<file path="src/design/ctcc_pkg.sv">
// shared types and constants for the caption trigger checksum checker
// no dependencies
package ctcc_pkg;

  localparam int BufferBytesDefault = 256;
  localparam int MidDepth = 2;
  localparam int OutDepth = 2;

  localparam logic [15:0] CharMask  = 16'h7F7F;
  localparam logic [15:0] PairMask  = 16'h6000;
  localparam logic [15:0] ChanBit   = 16'h0800;
  localparam logic [15:0] CrCode    = 16'h142D;

  localparam logic [1:0] KindOther = 2'd0;
  localparam logic [1:0] KindPair  = 2'd1;
  localparam logic [1:0] KindCr    = 2'd2;

  typedef struct packed {
    logic [1:0] kind;
    logic [6:0] hi;
    logic [6:0] lo;
  } front_item_t;

  typedef struct packed {
    logic line_valid;
    logic line_ended;
  } result_t;

endpackage

</file>
<file path="src/design/ctcc_queue.sv">
// small show-ahead queue of registers
// depends on nothing beyond its parameters
module ctcc_queue #(
  parameter int WIDTH = 1,
  parameter int DEPTH = 2
) (
  input  logic             clk,
  input  logic             rst,
  input  logic             wr_en,
  input  logic [WIDTH-1:0] wr_data,
  input  logic             rd_en,
  output logic [WIDTH-1:0] rd_data,
  output logic             q_full,
  output logic             q_empty
);

  localparam int AW = (DEPTH > 1) ? $clog2(DEPTH) : 1;
  localparam int CW = $clog2(DEPTH + 1);

  logic [WIDTH-1:0] mem [DEPTH];
  logic [AW-1:0] wr_ptr;
  logic [AW-1:0] rd_ptr;
  logic [CW-1:0] count;
  logic do_wr;
  logic do_rd;

  assign q_full  = (count == CW'(DEPTH));
  assign q_empty = (count == '0);
  assign do_wr   = wr_en && !q_full;
  assign do_rd   = rd_en && !q_empty;
  assign rd_data = mem[rd_ptr];

  always_ff @(posedge clk) begin
    if (do_wr) begin
      mem[wr_ptr] <= wr_data;
    end
  end

  always_ff @(posedge clk) begin
    if (rst) begin
      wr_ptr <= '0;
      rd_ptr <= '0;
      count  <= '0;
    end else begin
      if (do_wr) begin
        wr_ptr <= (wr_ptr == AW'(DEPTH - 1)) ? '0 : wr_ptr + AW'(1);
      end
      if (do_rd) begin
        rd_ptr <= (rd_ptr == AW'(DEPTH - 1)) ? '0 : rd_ptr + AW'(1);
      end
      if (do_wr && !do_rd) begin
        count <= count + CW'(1);
      end else if (do_rd && !do_wr) begin
        count <= count - CW'(1);
      end
    end
  end

endmodule

</file>
<file path="src/design/ctcc_front.sv">
// front end: masks caption words and sorts them into pair, carriage return or other
// depends on ctcc_pkg
module ctcc_front import ctcc_pkg::*; (
  input  logic        push,
  input  logic [15:0] caption_word,
  output logic        q_push,
  output front_item_t q_item
);

  logic [15:0] w;

  assign w      = caption_word & CharMask;
  assign q_push = push;

  always_comb begin
    q_item.hi = w[14:8];
    q_item.lo = w[6:0];
    if ((w & PairMask) != '0) begin
      q_item.kind = KindPair;
    end else if ((w & ~ChanBit) == CrCode) begin
      q_item.kind = KindCr;
    end else begin
      q_item.kind = KindOther;
    end
  end

endmodule

</file>
<file path="src/design/ctcc_back.sv">
// back end: line state, ones-complement sum, bracket and hex tracking, line verdict
// depends on ctcc_pkg
module ctcc_back import ctcc_pkg::*; #(
  parameter int BUFFER_BYTES = BufferBytesDefault
) (
  input  logic        clk,
  input  logic        rst,
  input  front_item_t item,
  input  logic        item_avail,
  input  logic        out_full,
  output logic        item_take,
  output logic        res_push,
  output result_t     res
);

  localparam int BW = $clog2(BUFFER_BYTES) + 1;
  localparam logic [6:0] OpenBracket  = 7'h5B;
  localparam logic [6:0] CloseBracket = 7'h5D;

  typedef struct packed {
    logic        open_seen;
    logic [15:0] sum_at_open;
    logic [15:0] hex_value;
    logic        hex_active;
    logic        hex_ovf;
    logic        cm_present;
    logic [15:0] cm_sum;
    logic [15:0] cm_hex;
    logic        cm_ovf;
  } line_t;

  logic [BW-1:0] byte_count;
  logic [BW-1:0] byte_count_next;
  logic [15:0]   running_sum;
  logic [15:0]   running_sum_next;
  line_t         ls;
  line_t         ls_next;
  logic [15:0]   sum_mid;
  line_t         ls_mid;
  logic          room;

  function automatic logic [15:0] oc_add(logic [15:0] a, logic [15:0] b);
    logic [16:0] t;
    t = {1'b0, a} + {1'b0, b};
    return t[15:0] + {15'd0, t[16]};
  endfunction

  function automatic logic [4:0] hex_digit(logic [6:0] b);
    logic [6:0] d;
    d = '0;
    if (b inside {[7'h30:7'h39]}) begin
      d = b - 7'h30;
      return {1'b1, d[3:0]};
    end else if (b inside {[7'h41:7'h46]}) begin
      d = b - 7'h37;
      return {1'b1, d[3:0]};
    end else if (b inside {[7'h61:7'h66]}) begin
      d = b - 7'h57;
      return {1'b1, d[3:0]};
    end
    return 5'd0;
  endfunction

  function automatic line_t take_byte(line_t s, logic [15:0] sum, logic [6:0] b);
    line_t r;
    logic [4:0] d;
    r = s;
    d = hex_digit(b);
    if (b == CloseBracket) begin
      if (s.open_seen) begin
        r.cm_present = 1'b1;
        r.cm_sum     = s.sum_at_open;
        r.cm_hex     = s.hex_value;
        r.cm_ovf     = s.hex_ovf;
      end
      r.hex_active = 1'b0;
    end else if (b == OpenBracket) begin
      r.open_seen   = 1'b1;
      r.sum_at_open = sum;
      r.hex_value   = '0;
      r.hex_active  = 1'b1;
      r.hex_ovf     = 1'b0;
    end else if (s.hex_active) begin
      if (!d[4]) begin
        r.hex_active = 1'b0;
      end else begin
        if (s.hex_value[15:12] != 4'd0) begin
          r.hex_ovf = 1'b1;
        end
        r.hex_value = {s.hex_value[11:0], d[3:0]};
      end
    end
    return r;
  endfunction

  assign item_take = item_avail && !out_full;
  assign res_push  = item_take;
  assign room      = ({1'b0, byte_count} + (BW + 1)'(2)) < (BW + 1)'(BUFFER_BYTES);
  assign ls_mid    = take_byte(ls, running_sum, item.hi);
  assign sum_mid   = oc_add(running_sum, {1'b0, item.hi, 8'd0});

  always_comb begin
    byte_count_next  = byte_count;
    running_sum_next = running_sum;
    ls_next          = ls;
    res.line_valid   = 1'b0;
    res.line_ended   = 1'b0;
    case (item.kind)
      KindPair: begin
        if (room) begin
          ls_next          = take_byte(ls_mid, sum_mid, item.lo);
          running_sum_next = oc_add(sum_mid, {9'd0, item.lo});
          byte_count_next  = byte_count + BW'(2);
        end
      end
      KindCr: begin
        res.line_ended = 1'b1;
        if (byte_count != '0) begin
          res.line_valid   = ls.cm_present && !ls.cm_ovf && ((ls.cm_sum ^ 16'hFFFF) == ls.cm_hex);
          byte_count_next  = '0;
          running_sum_next = '0;
          ls_next          = '0;
        end
      end
      default: begin
      end
    endcase
  end

  always_ff @(posedge clk) begin
    if (rst) begin
      byte_count  <= '0;
      running_sum <= '0;
      ls          <= '0;
    end else if (item_take) begin
      byte_count  <= byte_count_next;
      running_sum <= running_sum_next;
      ls          <= ls_next;
    end
  end

endmodule

</file>
<file path="src/design/caption_trigger_checksum_checker_unit.sv">
// caption trigger checksum checker, top level: front end, item queue, back end, result queue
// a result is pushed into the result queue when its item is accepted
// throughput: one item per cycle while the result queue has room; both bytes are summed at once
// reset: synchronous rst empties both queues and clears the line state
// depends on ctcc_pkg, ctcc_front, ctcc_queue, ctcc_back
module caption_trigger_checksum_checker_unit import ctcc_pkg::*; #(
  parameter int BUFFER_BYTES = BufferBytesDefault
) (
  input  logic        clk,
  input  logic        rst,
  input  logic        push,
  output logic        full,
  input  logic [15:0] caption_word,
  output logic        empty,
  input  logic        pop,
  output logic        line_valid,
  output logic        line_ended
);

  logic        f_push;
  front_item_t f_item;
  front_item_t m_item;
  logic        m_empty;
  logic        m_take;
  logic        o_full;
  logic        r_push;
  result_t     r_data;
  result_t     o_data;

  ctcc_front u_front (
    .push         (push),
    .caption_word (caption_word),
    .q_push       (f_push),
    .q_item       (f_item)
  );

  ctcc_queue #(
    .WIDTH ($bits(front_item_t)),
    .DEPTH (MidDepth)
  ) u_mid_q (
    .clk     (clk),
    .rst     (rst),
    .wr_en   (f_push),
    .wr_data (f_item),
    .rd_en   (m_take),
    .rd_data (m_item),
    .q_full  (full),
    .q_empty (m_empty)
  );

  ctcc_back #(
    .BUFFER_BYTES (BUFFER_BYTES)
  ) u_back (
    .clk        (clk),
    .rst        (rst),
    .item       (m_item),
    .item_avail (!m_empty),
    .out_full   (o_full),
    .item_take  (m_take),
    .res_push   (r_push),
    .res        (r_data)
  );

  ctcc_queue #(
    .WIDTH ($bits(result_t)),
    .DEPTH (OutDepth)
  ) u_out_q (
    .clk     (clk),
    .rst     (rst),
    .wr_en   (r_push),
    .wr_data (r_data),
    .rd_en   (pop),
    .rd_data (o_data),
    .q_full  (o_full),
    .q_empty (empty)
  );

  assign line_valid = o_data.line_valid;
  assign line_ended = o_data.line_ended;

endmodule
</file>
<file path="config.mk">
export PLATFORM = sky130hd
export DESIGN_NAME = caption_trigger_checksum_checker_unit
export DESIGN_NICKNAME = d
export VERILOG_FILES = /design/src/design/ctcc_pkg.sv /design/src/design/ctcc_queue.sv /design/src/design/ctcc_front.sv /design/src/design/ctcc_back.sv /design/src/design/caption_trigger_checksum_checker_unit.sv
export SDC_FILE = /design/constraint.sdc
export NUM_CORES = 1
export LEC_CHECK = 0
export ABC_AREA = 1
export ABC_CLOCK_PERIOD_IN_PS = 16400
export BUFFER_PORTS_ARGS = -buffer_cell sky130_fd_sc_hd__buf_2
export CAP_MARGIN = 20
export CELL_PAD_IN_SITES_DETAIL_PLACEMENT = 1
export CELL_PAD_IN_SITES_GLOBAL_PLACEMENT = 1
export CORE_ASPECT_RATIO = 0.8
export CORE_MARGIN = 8
export CORE_UTILIZATION = 50
export CTS_CLUSTER_SIZE = 8
export DETAILED_ROUTE_END_ITERATION = 8
export HOLD_SLACK_MARGIN = 0.05
export PLACE_DENSITY_LB_ADDON = 0.08
export SYNTH_ARGS = -nofsm -noshare
export SYNTH_HDL_FRONTEND = slang
export SYNTH_SLANG_ARGS = --single-unit
</file>
<file path="constraint.sdc">
create_clock -name clk -period 16.4 [get_ports clk]
set_input_delay 0.82 -clock clk [delete_from_list [all_inputs] [get_ports clk]]
set_output_delay 0.82 -clock clk [all_outputs]
set_load 0.03 [all_outputs]
</file>
==> results_dict.tcl <==
set metrics [dict create \
    status "completed" \
    synth.cell_area_um2 8970 \
    grt_max_degree 89 \
    ir_drop_mv 0.0982 \
    relSlewSlack_pct 34.4 \
    r2r_end "u_back.running_sum[13]" \
    drive_above_1_share_pct 12.5 \
    met1_usage_pct 32.4 \
    dpl.hpwl_mm 20.1 \
    max-clock-path-buffers 2 \
    routed_wl_mm 29.0 \
    grt-busiest-layer "met2" \
    die_h_um 136 \
    rsz0062_at_grt "false" \
    critical_path_depth 46 \
    cp_top_family "simple AND/OR/NAND/NOR gates" \
    cts_num_sinks 139 \
    numCtsBuffers 17 \
    avgSynthCellArea_um2 7.05 \
    worstMarginPinSlew_ns 0.983 \
    synth_seq_cells 139 \
    multi_input_area_um2 4960 \
    synthToLayoutAreaGrowth_pct 9.03 \
    p_sw_uw 753 \
    pwr-share-clk_pct 25.6 \
    yosys-mux-area-fraction_pct 0.474 \
    die_x_um 166 \
    num_antenna_cells 0 \
    synth_compound_area_share_pct 15.6 \
    cts.clk_slew.worst_paths_ns 0.07 \
    vias 8719 \
    leakagePower_uw 0.00402 \
    start_util_pct 51.4 \
    power_density_nw_per_um2 165 \
    fin_util_pct 56.1 \
    power_uw 1610 \
    ff2ff_setup_slack_ns 8.74 \
    synthAdderAreaFrac_pct 4.77 \
    gr-usage-met2_pct 43.3 \
    nets 1326 \
    skew_ns 0.0118 \
    drc_errors 0 \
    ios 24 \
    dr.pass1.iters 5 \
    critPathCaptureType "register" \
    grt_pass1_wl_mm 46.8 \
    cp_data_arrival_time_ns 7.95 \
    synthTopCellsByArea "dfxtp_1, nand2_1, edfxtp_1, a21oi_1, inv_1" \
    io_buffers 21 \
    cts-root-buf "clkbuf_16" \
    switching_share_pct 46.6 \
    synth-simple-area-share_pct 31.7 \
    ys_seq_area_share_pct 35.1 \
    drtAntennaViolNets 0 \
    ys_types 57 \
    syn_nets 1325 \
    synth_xor_area_share_pct 2.62 \
    num-fill-cells 2279 \
    gr-total-overflow 0 \
    cpPeakStageDelay_ns 0.37 \
    rows 43 \
    cts_setup_buffers 0 \
    worst-path-buf-inv 7 \
    fin_area_um2 9780 \
    cts_tree "done" \
    insertion_delay_ns 0.44 \
    synth_flop_cell "dfxtp_1" \
    met3_usage_pct 5.83 \
    synth_edf_count 36 \
    synth_top_family_by_area "simple AND/OR/NAND/NOR gates" \
    vias_per_cell 5.77 \
    netlist.area_leader.share_pct 23.0 \
    grt_usage_pct 26.0 \
    regArea_um2 3140 \
    endpoint "u_back.running_sum[13]" \
    hold_class "reg2reg" \
    die_area_um2 22500 \
    cpMaxStageDelayCell "ha_1" \
    core_um2 17400 \
    path_class "reg2reg" \
    hold_violations 0 \
    finalSetupViolCount 0 \
    hold_buffers 0 \
    placed_cell_area_um2 9160 \
    routed_wire_length_per_instance_um 19.2 \
    p_int_uw 861 \
    gp_congestion 0.860 \
    drtIter0Drc 624 \
    syn_inst 1272 \
    ff2ff_path_depth 46 \
    antenna_found_initial 0 \
    fin_crit_ns 7.66 \
    drv_slew 0 \
    cap_violations 0 \
    crit_top_cell "nand2_1" \
    combPwrFrac_pct 47.8 \
    setup_tns_ns 0 \
    p_seq_share_pct 26.7 \
    post_cts_resized 0 \
    crit_path_max_fanout 19 \
    grt_pass1_vias 8862 \
    required_ns 16.69 \
    htree_levels 4 \
    cp-start-kind "register" \
    synth_largest_area_cell "dfxtp_1" \
    min_period_over_period_pct 46.7 \
    async_reset_ff_share_pct 0 \
    max_freq_mhz 131 \
    ys_warn_count 0 \
]
==> cells in the final DEF, fill, tap and decap left out, types with 4 or more instances in the layout <==
cell       count
a31oi_1        6
xnor2_1        7
nand4_1       18
nand2_4        5
o21ai_2        5
a21oi_1      124
ha_1          31
or2_2         10
inv_2         16
nor4_1         4
o211ai_1       8
o21ai_0       60
o21ai_1       17
nand2_2       21
dfxtp_1      103
nor2_4         7
nand3_1       79
nor2_2         9
o22ai_1        5
nor3_1         9
clkbuf_16     18
inv_1        139
a211oi_1       5
buf_4          8
o21a_1         4
nor3_2        14
buf_2         21
xor2_1        18
edfxtp_1      36
or2_1          8
nor2_1        73
nand2_1      345
==> logic make-up (layout without fill, tap and decap cells) <==
logic type	after synthesis	after routing
muxes	4	4
DFF	139	139
AOI/OAI and AO/OA	252	252
buffers and inverters	204	218
adders and majority gates	33	33
xor gates and xnor gates	26	26
and+or+nand+nor	614	614
==> per-stage QoR <==
step / cells / worst slack, ns / hold slack, ns
floorplan: 1272 / 11.12 / 0.426
global placement: 1478 / 9.43 / 0.436
detailed placement: 1479 / 9.17 / 0.457
CTS: 1511 / 8.82 / 0.466
global route: 1511 / 8.16 / 0.495
finish: 1511 / 8.74 / 0.464
==> cell usage after synthesis, types with 5 or more instances <==
master	instances
a31oi_1	6
nor2_4	7
buf_6	9
buf_2	19
nor3_1	9
nand2_1	345
a21oi_1	124
inv_2	16
nand2_2	21
inv_1	139
ha_1	31
or2_2	10
o21ai_1	17
nand2_4	5
or2_1	8
edfxtp_1	36
o211ai_1	8
dfxtp_1	103
xor2_1	18
o21ai_0	61
clkbuf_1	16
nand4_1	18
nor2_2	9
nor3_2	14
a211oi_1	5
nor2_1	73
o22ai_1	5
nand3_1	79
xnor2_1	7
==> flip-flops by register name (all words and copies together) (netlist names), named ones only <==
register and count:
u_out_q.wr_ptr 1, u_back.running_sum 16, u_back.ls 69, u_mid_q.wr_ptr 1
u_mid_q.rd_ptr 1, u_back.byte_count 8, u_out_q.mem 4, u_out_q.rd_ptr 1
u_mid_q.mem 32, u_out_q.count 2, u_mid_q.count 2
==> power by group through the flow <==
| stage | combinational (µW) | sequential (µW) | clock (µW) |
|---|---|---|---|
| 2_1_floorplan | 559 | 423 | 0 |
| 3_3_place_gp | 718 | 434 | 0 |
| 3_5_place_dp | 750 | 436 | 0 |
| 4_1_cts | 767 | 430 | 417 |
| 5_1_grt | 856 | 433 | 427 |
| 6_report | 771 | 430 | 413 |
==> tightest hold or removal path, stage by stage, from the launching register on <==
cell and delay, ns:
dfxtp_1 0.31, nand2_1 0.06, a21oi_1 0.05
==> how the worst min path moves through the flow <==
stage	start	end	slack, ns	cells after the start
after floorplan	u_mid_q.rd_ptr	register	0.43	1
after global placement	u_mid_q.rd_ptr	u_mid_q.rd_ptr	0.44	1
after detailed placement	u_back.ls[1]	u_back.ls[1]	0.46	2
after CTS	u_back.ls[1]	u_back.ls[1]	0.47	2
after global routing	u_back.ls[57]	u_back.ls[57]	0.50	2
final	u_back.ls[47]	u_back.ls[47]	0.46	2
==> layout make-up <==
type                    count  share of cell area (%)
repair buffers             30                    1.97
clock buffers              22                    4.86
well taps                 225                    2.88
inverters                 156                    6.02
clock inverters            10                    1.42
flip-flops and latches    139                    32.2
multi-input cells         929                    50.7
==> per-layer routing <==
metal  vias up  wire length [µm]
met5         -                 0
met1      4255             13100
met4         0               750
li1       4177                 -
met2       230             13500
met3        57              1630
Note: power is estimated with default switching activity, not from simulation.
